$ cat src/rtl/core/segi_pkg.sv
`default_nettype none
// ---------------------------------------------------------------------------
// segi_pkg
// shared widths, status codes, queue entry and divider step for the
// segment intersection block
// ---------------------------------------------------------------------------
package segi_pkg;

	localparam int COORD_WIDTH = 32;
	localparam int T_FRAC_BITS = 16;

	localparam int DIFF_W  = COORD_WIDTH + 1;
	localparam int PROD_W  = 2 * DIFF_W;
	localparam int CROSS_W = PROD_W + 1;
	localparam int T_W     = T_FRAC_BITS + 1;

	localparam int QDEPTH = 4;
	localparam int QPTR_W = $clog2(QDEPTH);
	localparam int QCNT_W = QPTR_W + 1;

	localparam logic [T_W-1:0] T_ONE = T_W'(1) << T_FRAC_BITS;

	typedef enum logic [1:0] {
		ST_CROSS    = 2'd0,
		ST_PARALLEL = 2'd1,
		ST_OUTSIDE  = 2'd2
	} segi_status_t;

	// classified item handed from the front to the back
	typedef struct packed {
		segi_status_t       status;
		logic               t_one;
		logic [CROSS_W-1:0] tn;
		logic [CROSS_W-1:0] den;
	} segi_entry_t;

	// one stage of the restoring divider
	typedef struct packed {
		segi_status_t           status;
		logic                   t_one;
		logic [CROSS_W-1:0]     den;
		logic [CROSS_W-1:0]     rem;
		logic [T_FRAC_BITS-1:0] quo;
	} segi_div_t;

	// one quotient bit: shift the remainder, subtract when it fits
	function automatic segi_div_t segi_div_step(segi_div_t d);
		logic [CROSS_W:0] shifted;
		logic [CROSS_W:0] diff;
		segi_div_t        r;
		shifted = {d.rem, 1'b0};
		diff    = shifted - {1'b0, d.den};
		r       = d;
		if (shifted >= {1'b0, d.den}) begin
			r.rem = diff[CROSS_W-1:0];
			r.quo = {d.quo[T_FRAC_BITS-2:0], 1'b1};
		end else begin
			r.rem = shifted[CROSS_W-1:0];
			r.quo = {d.quo[T_FRAC_BITS-2:0], 1'b0};
		end
		return r;
	endfunction

endpackage
`default_nettype wire

$ cat src/rtl/core/segi_back.sv
`default_nettype none
// ---------------------------------------------------------------------------
// segi_back
// pipelined restoring divider for t and the result register
// ---------------------------------------------------------------------------
module segi_back
	import segi_pkg::*;
(
	input  wire logic         clk,
	input  wire logic         arst_n,
	input  wire logic         pop_valid,
	output logic              pop_ready,
	input  wire segi_entry_t  pop_data,
	output logic              res_valid,
	input  wire logic         res_ready,
	output logic [1:0]        status,
	output logic [T_W-1:0]    t_frac
);

	logic             en;
	logic             v_s [T_FRAC_BITS];
	segi_div_t        div_s [T_FRAC_BITS];
	segi_div_t        step [T_FRAC_BITS];
	segi_div_t        head;

	logic             out_valid_q;
	segi_status_t     out_status_q;
	logic [T_W-1:0]   out_t_q;
	segi_div_t        last;

	assign en        = !out_valid_q || res_ready;
	assign pop_ready = en;
	assign res_valid = out_valid_q;
	assign status    = out_status_q;
	assign t_frac    = out_t_q;
	assign last      = div_s[T_FRAC_BITS-1];

	always_comb begin
		head.status = pop_data.status;
		head.t_one  = pop_data.t_one;
		head.den    = pop_data.den;
		head.rem    = pop_data.tn;
		head.quo    = '0;
		for (int j = 0; j < T_FRAC_BITS; j++) begin
			step[j] = segi_div_step((j == 0) ? head : div_s[(j == 0) ? 0 : j - 1]);
		end
	end

	always_ff @(posedge clk or negedge arst_n) begin
		if (!arst_n) begin
			for (int j = 0; j < T_FRAC_BITS; j++) begin
				v_s[j] <= 1'b0;
			end
			out_valid_q <= 1'b0;
		end else if (en) begin
			v_s[0] <= pop_valid;
			for (int j = 1; j < T_FRAC_BITS; j++) begin
				v_s[j] <= v_s[j-1];
			end
			out_valid_q <= v_s[T_FRAC_BITS-1];
		end
	end

	always_ff @(posedge clk) begin
		if (en) begin
			for (int j = 0; j < T_FRAC_BITS; j++) begin
				div_s[j] <= step[j];
			end
			out_status_q <= last.status;
			if (last.status != ST_CROSS) begin
				out_t_q <= '0;
			end else if (last.t_one) begin
				out_t_q <= T_ONE;
			end else begin
				out_t_q <= {1'b0, last.quo};
			end
		end
	end

endmodule
`default_nettype wire

$ cat config.mk
export PLATFORM = sky130hd
export DESIGN_NAME = segi_back
export DESIGN_NICKNAME = d
export VERILOG_FILES = /design/src/rtl/core/segi_pkg.sv /design/src/rtl/core/segi_back.sv
export SDC_FILE = /design/constraint.sdc
export NUM_CORES = 2
export LEC_CHECK = 0
export BUFFER_PORTS_ARGS = -buffer_cell sky130_fd_sc_hd__buf_4
export CORE_MARGIN = 2
export CORE_UTILIZATION = 40
export CTS_BUF_LIST = sky130_fd_sc_hd__clkbuf_4 sky130_fd_sc_hd__clkbuf_8 sky130_fd_sc_hd__clkbuf_16
export CTS_CLUSTER_SIZE = 30
export DETAILED_ROUTE_END_ITERATION = 12
export PLACE_DENSITY = 0.63
export SLEW_MARGIN = 20
export SYNTH_ARGS = -nofsm -noshare
export SYNTH_HDL_FRONTEND = slang
export SYNTH_SLANG_ARGS = --single-unit
$ cat constraint.sdc
create_clock -name clk -period 124.4 [get_ports clk]
set_input_delay 18.66 -clock clk [delete_from_list [all_inputs] [get_ports clk]]
set_output_delay 18.66 -clock clk [all_outputs]
set_load 0.02 [all_outputs]
# Word level (Yosys, flattened, before mapping)
# Memories as Yosys holds them, arrays and structs flattened.
# Cells that the tools add are included.
# word_totals
regBits,36
ramBits,2448
output_inout_bits,21
mem_count,1
# classes
addsub,16
n_lt_le_gt_ge,16
muxes,19
n_reduce_logical,4
# mem_list
memory,depth,word_bits,rd,rd_clocked_by_memory_dff,wr,line_no,source
div_s,16,153,16,0,16,segi_back.sv:22,segi_div_t div_s [T_FRAC_BITS];
# op_table
operator,count
$mux W83,16
$ge A68 B67 Y1,16
$sub A67 B67 Y67,16
$mux W17,1
$mux W1,2
$reduce_bool A2 Y1,1
$reduce_or A2 Y1,1
$logic_not A1 Y1,1
$logic_or A1 B1 Y1,1

# Logic depth before layout (Yosys ltp)
# logic_depth
word_depth,4
mapped_depth,19
ltp_nobuf,15

# Worst setup path after synthesis
# OpenSTA, ideal clock, no wires.
# synth_path
kind,input to output
startpoint,input port res_ready
endpoint,output port pop_ready
arrival_time_ps,61642
required_ps,105740
setup_slack_ps,44098
stages,4
path_buffers,2
path_cell_list,nor2b_1 > clkbuf_1 > clkbuf_1 > inv_1
# synth_via
elab_chain_cells,1
# synth_lines
item,line_no,source
start: declaration,segi_back.sv:15,"input wire logic res_ready,"
$logic_or A1 B1 Y1,segi_back.sv:31,assign en = !out_valid_q || res_ready;
end: declaration,segi_back.sv:12,"output logic pop_ready,"
# Every way passes these cells.

# Worst setup path in the final report
# Same ends and word-level chain as after synthesis.

==> reports/summary.txt <==
Final ANT Viol Nets = 0
vias in the first global route = 97,100
Worst Path Max Fanout = 36
Syn Inst Count = 13,900
slowest cell delay on critical path = 410 ps
most common cell after layout, fill and taps aside = edfxtp_1
grt total ovfl = 0
FP Rows = 216
synthesized area per cell = 10.0 µm²
Die Ht = 594 µm
slowest CP cell = nor2b_1
Final Hold Fails = 0
Period minus WS final = 38,550 ps
worst-margin pin slew = 1130 ps
Max Cap Viol = 0
top_reg_cell synth = edfxtp_1
Worst setup SP type = primary input
postcts setup bufs = 0
FF/Latch Area = 66,900 µm²
share of layout cells above drive strength 1 = 6.68%
# hold bufs at CTS = 0
DRC viols = 0
Root Driver = clkbuf_16
initial antenna violation count = 1
post-synthesis cell type count = 95
CTS max path bufs = 4
n_diodes = 0
sequential area share after synthesis = 48.0%
CORE AREA = 346,000 µm²
family with the most delay on the worst path = buffers and inverters
die width = 594 µm
Post-Place Setup Slack = 85,840 ps
multi-input combinational cell area = 65,400 µm²
# nets final = 15,100
#FFs+latches synth = 2,230
initial DRC count = 5,964
clk_lat worst skew = 880 ps
YS warnings = 0
via count = 98,600
PnR worst setup slack = 85,850 ps
Initial Util = 40.2%
Slew Limit Fails = 0
clock-pin slew on the worst setup and hold paths = 60 ps
RSZ-0062 raised after global routing = false
wire per inst = 17.4 µm
pin count of the biggest net entering global routing = 168
I/O pin cnt = 162
Relative slew margins = 24.0%
post_cts resized = 0
clk sinks = 2,230
status = complete, no violations
drt pass-1 iters = 6
Critical Path Sink Type = output port
required time of the critical path = 105,740 ps
Via density = 5.29
die area = 353,000 µm²
Crit path buffers/inverters = 4
Setup Viol. Count Final = 0
Fin Setup TNS = 0 ps
critical path class = primary input to output port
crit share post-route = 31.0%
Worst Clk Skew = 49.1 ps
most frequent cells in the layout = edfxtp_1, inv_1, nand2_1
Cell Chain, Critical Path = buf_4 > nor2b_1 > buf_4 > inv_8 > buf_4
Area Growth Syn to Fin = 10.2%
Critical Path AT = 19,890 ps
Hold Path Class = flip-flop to flip-flop
Peak Freq = 25.9 MHz
Post-Syn Nets = 15,100
GRT Util Overall = 17.8%
I/O Buffers = 161
Post-synth EDFFs = 2,213
CTS tree = done
H-tree depth = 5
routed wire length = 324,000 µm
fraction of registers with async set or reset after synthesis = 0.762%
most frequent CP cell = buf_4
Fill cells = 33,000
wire length of the first global-routing pass = 515,000 µm
gpl congestion = 0.936
number of buffers created by CTS = 265
hpwl dp = 251,000 µm
cell area after synthesis = 139,000 µm²
layout make-up:
| cell class | instances | share of cell area [%] |
|---|---|---|
| repair buffers | 245 | 1.25 |
| clock buffers | 320 | 4.67 |
| well taps | 4578 | 3.73 |
| flip-flops and latches | 2230 | 43.5 |
| clock inverters | 147 | 0.959 |
| inverters | 1350 | 3.30 |
| multi-input cells | 9771 | 42.6 |
registers in the layout, indices dropped and copies added, names as in the netlist:
signal     cells
div_s       2194
t_frac        17
status         2
v_s           16
res_valid      1
cell usage after synthesis, drive strengths merged, types with 39 or more instances:
library cell  instances  area share (%)
xor2                411             2.6
a21boi               52            0.28
edfxtp             2213              48
a31oi               121            0.56
o21a                 98            0.53
nor2b               134            0.60
clkbuf              490             1.3
nand2b              108            0.48
a211oi               84            0.45
buf                  77            0.29
nand4               308             1.4
and2                 74            0.33
mux2                165             1.3
o21bai              163            0.88
and3                105            0.47
o21ai              1238             4.5
a21o                746             4.0
nor4                 46            0.21
o211ai               39            0.21
nor3                141            0.51
inv                1350             3.6
nand2              1321             3.6
a21oi              1309             4.7
ha                 1071             9.6
o31ai                70            0.38
nand3               208            0.75
nor2                741             2.0
xnor2               515             3.2
cells by family after synthesis:
family	Yosys count	synth area share, %
AOI/OAI and AO/OA	4252	18.6
xor gates and xnor gates	926	5.82
adders and majority gates	1086	9.83
buffers and inverters	1917	5.24
DFF	2230	48.0
muxes	176	1.41
and+or+nand+nor	3331	11.1
through the flow:
stage	cells	hold slack [ps]	instance area, µm²	util [%]
after detailed placement	18200	405	145000	41.8
final	18600	400	154000	44.3
after CTS	18600	403	154000	44.3
after global routing	18600	409	154000	44.3
after global placement	18200	401	145000	41.8
after floorplan	13900	400	139000	-
final timing paths:
path / from / to / slack [ps] / cells past startpoint
max: res_ready / pop_ready / 85850 / 5
min: div_s[1][310]$_DFFE_PP_ / div_s[1][464]$_DFFE_PP_ / 400 / 0
max reg2reg: div_s[0][1172]$_DFFE_PP_ / div_s[1][81]$_DFFE_PP_ / 118130 / 15
min reg2reg: div_s[1][310]$_DFFE_PP_ / div_s[1][464]$_DFFE_PP_ / 400 / 0
max in group asynchronous: arst_n / v_s[13]$_DFFE_PN0P_ / 106560 / 1
min in group asynchronous: arst_n / v_s[2]$_DFFE_PN0P_ / 17630 / 1
per-layer routing:
layer | wire length, µm | track usage, %
met5 | 0 | 0
met4 | 21800 | 10.7
met3 | 10000 | 1.63
met2 | 148000 | 29.8
met1 | 144000 | 22.4
Power is not shown: default switching activity piles up to over one toggle a cycle in this logic, so the estimate is an artifact.
