## config.mk

```make
export PLATFORM = sky130hd
export DESIGN_NAME = segi_queue
export DESIGN_NICKNAME = d
export VERILOG_FILES = /design/src/rtl/core/segi_pkg.sv /design/src/rtl/core/segi_queue.sv
export SDC_FILE = /design/constraint.sdc
export NUM_CORES = 1
export LEC_CHECK = 0
export BUFFER_PORTS_ARGS = -buffer_cell sky130_fd_sc_hd__buf_2
export CAP_MARGIN = 20
export CORE_ASPECT_RATIO = 1.4
export CORE_MARGIN = 1.5
export CORE_UTILIZATION = 44
export DETAILED_ROUTE_END_ITERATION = 16
export GPL_TIMING_DRIVEN = 0
export SYNTH_ARGS = -nofsm -noshare
export SYNTH_HDL_FRONTEND = slang
export SYNTH_SLANG_ARGS = --single-unit
```

## constraint.sdc

```tcl
create_clock -name clk -period 5.18 [get_ports clk]
set_clock_uncertainty 0.2 [all_clocks]
set_input_delay 0.259 -clock clk [delete_from_list [all_inputs] [get_ports clk]]
set_output_delay 0.259 -clock clk [all_outputs]
set_load 0.05 [all_outputs]
```

## src/rtl/core/segi_pkg.sv

```systemverilog
`default_nettype none
// ---------------------------------------------------------------------------
// segi_pkg
// shared widths, status codes, queue entry and divider step for the
// segment intersection block
// ---------------------------------------------------------------------------
package segi_pkg;

	localparam int COORD_WIDTH = 32;
	localparam int T_FRAC_BITS = 16;

	localparam int DIFF_W  = COORD_WIDTH + 1;
	localparam int PROD_W  = 2 * DIFF_W;
	localparam int CROSS_W = PROD_W + 1;
	localparam int T_W     = T_FRAC_BITS + 1;

	localparam int QDEPTH = 4;
	localparam int QPTR_W = $clog2(QDEPTH);
	localparam int QCNT_W = QPTR_W + 1;

	localparam logic [T_W-1:0] T_ONE = T_W'(1) << T_FRAC_BITS;

	typedef enum logic [1:0] {
		ST_CROSS    = 2'd0,
		ST_PARALLEL = 2'd1,
		ST_OUTSIDE  = 2'd2
	} segi_status_t;

	// classified item handed from the front to the back
	typedef struct packed {
		segi_status_t       status;
		logic               t_one;
		logic [CROSS_W-1:0] tn;
		logic [CROSS_W-1:0] den;
	} segi_entry_t;

	// one stage of the restoring divider
	typedef struct packed {
		segi_status_t           status;
		logic                   t_one;
		logic [CROSS_W-1:0]     den;
		logic [CROSS_W-1:0]     rem;
		logic [T_FRAC_BITS-1:0] quo;
	} segi_div_t;

	// one quotient bit: shift the remainder, subtract when it fits
	function automatic segi_div_t segi_div_step(segi_div_t d);
		logic [CROSS_W:0] shifted;
		logic [CROSS_W:0] diff;
		segi_div_t        r;
		shifted = {d.rem, 1'b0};
		diff    = shifted - {1'b0, d.den};
		r       = d;
		if (shifted >= {1'b0, d.den}) begin
			r.rem = diff[CROSS_W-1:0];
			r.quo = {d.quo[T_FRAC_BITS-2:0], 1'b1};
		end else begin
			r.rem = shifted[CROSS_W-1:0];
			r.quo = {d.quo[T_FRAC_BITS-2:0], 1'b0};
		end
		return r;
	endfunction

endpackage
`default_nettype wire

```

## src/rtl/core/segi_queue.sv

```systemverilog
`default_nettype none
// ---------------------------------------------------------------------------
// segi_queue
// short fifo of classified items between front and back
// ---------------------------------------------------------------------------
module segi_queue
	import segi_pkg::*;
(
	input  wire logic         clk,
	input  wire logic         arst_n,
	input  wire logic         push_valid,
	output logic              push_ready,
	input  wire segi_entry_t  push_data,
	output logic              pop_valid,
	input  wire logic         pop_ready,
	output segi_entry_t       pop_data
);

	segi_entry_t       mem [QDEPTH];
	logic [QPTR_W-1:0] wr_ptr_q, rd_ptr_q;
	logic [QCNT_W-1:0] count_q;
	logic              push, pop;

	assign push_ready = (count_q != QCNT_W'(QDEPTH));
	assign pop_valid  = (count_q != '0);
	assign push       = push_valid && push_ready;
	assign pop        = pop_valid && pop_ready;
	assign pop_data   = mem[rd_ptr_q];

	always_ff @(posedge clk or negedge arst_n) begin
		if (!arst_n) begin
			wr_ptr_q <= '0;
			rd_ptr_q <= '0;
			count_q  <= '0;
		end else begin
			if (push) begin
				wr_ptr_q <= wr_ptr_q + 1'b1;
			end
			if (pop) begin
				rd_ptr_q <= rd_ptr_q + 1'b1;
			end
			if (push && !pop) begin
				count_q <= count_q + 1'b1;
			end else if (pop && !push) begin
				count_q <= count_q - 1'b1;
			end
		end
	end

	always_ff @(posedge clk) begin
		if (push) begin
			mem[wr_ptr_q] <= push_data;
		end
	end

endmodule
`default_nettype wire

```

# Word level (Yosys, flattened, before mapping)
# Memory sizes are Yosys's and may differ from the RTL's.
# Cells that the tools add are included.
dict set report word_totals {
  reg_bits 7
  latchBits 0
  ram_bits 548
  romBits 0
  input_bits 141
  wordCells 21
  n_memories 1
}
# memory words width rd rd_clocked_by_memory_dff wr line_no
set mem_list {}
lappend mem_list {mem 4 137 1 0 1 segi_queue.sv:19} ;# segi_entry_t mem [QDEPTH];
dict set report op_classes {
  add_sub_neg 4
  multipliers 0
  div_mod_pow 0
  order_cmp 0
  eq_ne 1
  shift 0
  n_mux 4
  bitwise 0
  reduce_logical 8
}
# op n
set op_table {}
lappend op_table {{two-way mux 3 bit} 2}
lappend op_table {{adder 2 x 1 -> 2 bit (second input constant)} 2}
lappend op_table {{logical AND 1 bit} 4}
lappend op_table {{adder 3 x 1 -> 3 bit (second input constant)} 1}
lappend op_table {{!= test 3 bit (second input constant)} 1}
lappend op_table {{nonzero test 3 bit} 1}
lappend op_table {{subtractor 3 x 1 -> 3 bit (second input constant)} 1}
lappend op_table {{logical NOT 1 bit} 2}
lappend op_table {{two-way mux 1 bit} 2}
lappend op_table {{nonzero test 2 bit} 1}

# Depth between registers and ports, before layout
dict set report depth {
  depth_word 6
  depth_mapped 8
}

# Worst setup path before layout
# OpenSTA, ideal clock, no wires.
dict set report synth_path {
  path_kind {reg2reg}
  from {register count_q[0]}
  to {memory mem[0][0] (netlist bit) (enable)}
  setup_ps 513
  t_arrival_ps 3919
  required_ps 4467
  path_slack_ps 548
  path_stages_with_launch 4
  path_buffers 0
  synth_period_minus_slack_ps 4632
  cell_sequence {dfrtp_1 -> nor2_1 -> a21boi_2 -> and2_1}
}
dict set report synth_between {
  elab_chain_len 4
}
# element line_no
set synth_rtl {}
lappend synth_rtl {{start: declaration} segi_queue.sv:21} ;# logic [QCNT_W-1:0] count_q;
lappend synth_rtl {{start signal: assignment} segi_queue.sv:43} ;# count_q <= count_q + 1'b1;
lappend synth_rtl {{start signal: assignment} segi_queue.sv:45} ;# count_q <= count_q - 1'b1;
lappend synth_rtl {{!= test 3 bit} segi_queue.sv:24} ;# assign push_ready = (count_q != QCNT_W'(QDEPTH));
lappend synth_rtl {{logical AND 1 bit} segi_queue.sv:26} ;# assign push = push_valid && push_ready;
lappend synth_rtl {{net push} segi_queue.sv:22} ;# logic push, pop;
lappend synth_rtl {{two-way mux 1 bit} segi_queue.sv:51} ;# if (push) begin
lappend synth_rtl {{two-way mux 1 bit (not written as such)} segi_queue.sv:52} ;# mem[wr_ptr_q] <= push_data;
lappend synth_rtl {{end: declaration} segi_queue.sv:19}
# The timed path passes the listed nets, and every way through them passes these cells.

==> results.md <==
- Leak Pwr: 8.85 nW
- CTS Sinks: 555
- Gr ovfl total: 0
- Worst skew pair latency: 560 ps
- Pins over their slew limit: 0
- #FFs+latches synth: 555
- Post-synth cell types: 19
- Synth Instances: 751
- Critical-path cell list: clkbuf_1 -> buf_2 -> mux4_2 -> buf_2
- Routability congestion estimate: 0.693
- Max VDD drop: 376 uV
- Post-layout net count: 1380
- ANT nets after route: 0
- Root Driver: clkbuf_16
- Delay of the slowest cell on the worst path: 720 ps
- Switch Pwr: 0.00630 W
- Period minus WS final: 3200 ps
- Global-route wire length before repair: 61900 um
- Yosys warns: 0
- Pre-Repair DR Iteration Count: 4
- Synth-to-Final Area Change: 27.2%
- Pin slew with the least headroom to its limit: 956 ps
- Worst slack, placed: 2500 ps
- Outcome: finished, final reports clean
- Core area: 0.0451 mm2
- CP Launch Type: flop
- Layout cell share with drive strength beyond 1: 42.1%
- Synth async-reset ratio: 1.26%
- Pwr Density: 640 mW/mm2
- Worst path bufs/invs: 3
- IO Pins: 280
- Sequential power share: 37.1%
- Final core utilization: 56.9%
- Crit path top cell by count: buf_2
- H-tree Lvls: 2
- Crit path kind: flop to output port
- Row count: 92
- Vias in the first global route: 10700
- Seq/Total Area, Yosys: 82.4%
- Die height: 256 um
- Total track usage: 17.5%
- Delay-heaviest family, CP: buffers and inverters
- FMAX: 313 MHz
- Crit. Startpoint: rd_ptr_q[1]$_DFFE_PN0P_
- Antenna fix cells: 0
- Cell internal pwr: 0.0101 W
- Hold path start: push_data[2]
- Clock share of power: 23.0%
- Clk pin slew, worst setup/hold paths: 60 ps
- Tcrit/Tclk final: 61.7%
- Combinational share of power: 39.9%
- Setup TNS: 0 ps
- Clock tree buffer depth: 3
- Worst setup EP type: output port
- Final hold vios: 0
- Postcts setup bufs: 0
- Final setup fails: 0
- Number of synthesized flops with an enable pin: 548
- Starting density of the core: 44.7%
- FF-to-FF setup slack: 2590 ps
- Slowest-stage cell, CP: clkbuf_1
- Mapped Area: 0.0202 mm2
- CTS tree: yes
- Area of the die: 0.0472 mm2
- Switching part of the total: 38.3%
- Drt total wl: 40400 um
- Maximum fanout along the worst path: 10
- Routed vias/inst: 5.06
- Critical path required time: 4720 ps
- Max Cap Viol: 0
- Data arrival time of the worst path: 2740 ps
- Synthesized Nets: 898
- RSZ-0062 raised after global routing: no
- DR DRC count: 0
- Syn avg cell area: 26.9 um2
- Chip Width: 184 um
- Total CTS buffers: 52
- Slew HR: 36.3%
- Initial DRC Count: 485
- Largest net degree at the start of global routing: 55
- Via count: 9547
- Initial antenna violation count: 1
- Final worst slack: 1980 ps
- Port buffer count: 279
- Predominant post-synthesis flop cell: edfxtp_1
- Wire per inst: 21.4 um
- DP Wirelength: 24500 um
- Worst Hold Class: input port to flop
- Reg-to-reg critical path startpoint: count_q[0]$_DFFE_PN0P_
## registers in the layout, indices dropped and copies added (netlist names)
name and flops:
wr_ptr_q 2, mem 548, count_q 3, rd_ptr_q 2
## path summary, 6_finish.rpt
path / endpoint / depth (start not counted)
setup / recovery: pop_data[29] / 4
hold / removal: mem[0][2]$_DFFE_PP_ / 2
setup reg to reg: mem[0][108]$_DFFE_PP_ / 4
hold reg to reg: count_q[2]$_DFFE_PN0P_ / 1
max in group asynchronous: wr_ptr_q[0]$_DFFE_PN0P_ / 3
min in group asynchronous: rd_ptr_q[1]$_DFFE_PN0P_ / 3
## area by class of cell
cell class,instances,area (um2)
repair buffers,428,3030
fillers,3466,19400
inverters,3,11.3
well taps,611,764
plain buffers,31,234
clock buffers,59,1350
clock inverters,36,345
flip-flops and latches,555,16600
multi-input cells,162,3320
## repair_timing
action,4_1_cts,5_1_grt
gates resized for setup,0,0
endpoints found under the hold margin,559,0
hold buffers,141,0
## cell usage in the layout (no fill, tap or decap), types with 5 or more instances in the layout
cell,synthesis,final
buf_16,0,8
buf_2,15,294
buf_6,13,13
bufinv_16,0,7
clkbuf_1,2,8
clkbuf_16,0,53
clkinv_1,0,13
clkinv_2,0,14
dfrtp_1,7,7
dlygate4sd3_1,0,141
edfxtp_1,548,548
ha_1,5,5
mux4_2,137,137
## synthesized netlist by cell type, types with 2 or more instances
cell / n / area [um2]
edfxtp_1: 548 / 16500
mux4_2: 137 / 3090
buf_2: 15 / 75.1
buf_6: 13 / 146
dfrtp_1: 7 / 175
ha_1: 5 / 62.6
and2_1: 4 / 25.0
xnor2_1: 4 / 35.0
inv_1: 3 / 11.3
clkbuf_1: 2 / 7.51
mux2_2: 2 / 22.5
nand2_1: 2 / 7.51
nor2_1: 2 / 7.51
xor2_1: 2 / 17.5
## power by group through the flow
stage	combinational, W	sequential, W	clock, W
2_1_floorplan	0.00494	0.00627	0
3_3_place_gp	0.00646	0.00643	0
3_5_place_dp	0.00660	0.00621	0
4_1_cts	0.00670	0.00611	0.00388
5_1_grt	0.00691	0.00617	0.00405
6_report	0.00655	0.00610	0.00378
## per-stage QoR
step	hold slack, ps	area (um2)	instances	power [W]
6_report	243	25700	1885	0.0164
5_1_grt	225	25700	1885	0.0171
3_3_place_gp	-95.9	22300	1641	0.0129
3_5_place_dp	-93.9	22600	1649	0.0128
2_1_floorplan	-237	20200	751	0.0112
4_1_cts	199	25700	1885	0.0167
## logic make-up after synthesis
kind of cell	after synthesis	synth area share, %
compound gates	1	0.0558
xor+xnor	6	0.260
fa+ha+maj	6	0.409
buf+inv	34	1.22
flops	555	82.4
mux	139	15.4
simple gates	10	0.254
## metal layers
metal,vias to the layer above,GRT usage (%),part of all wire [%]
li1,4234,-,-
met1,4995,20.6,38
met2,238,31.5,53
met3,78,3.83,5.6
met4,2,5.67,2.7
met5,-,0,0.030
Power figures use the tool's default switching activity.
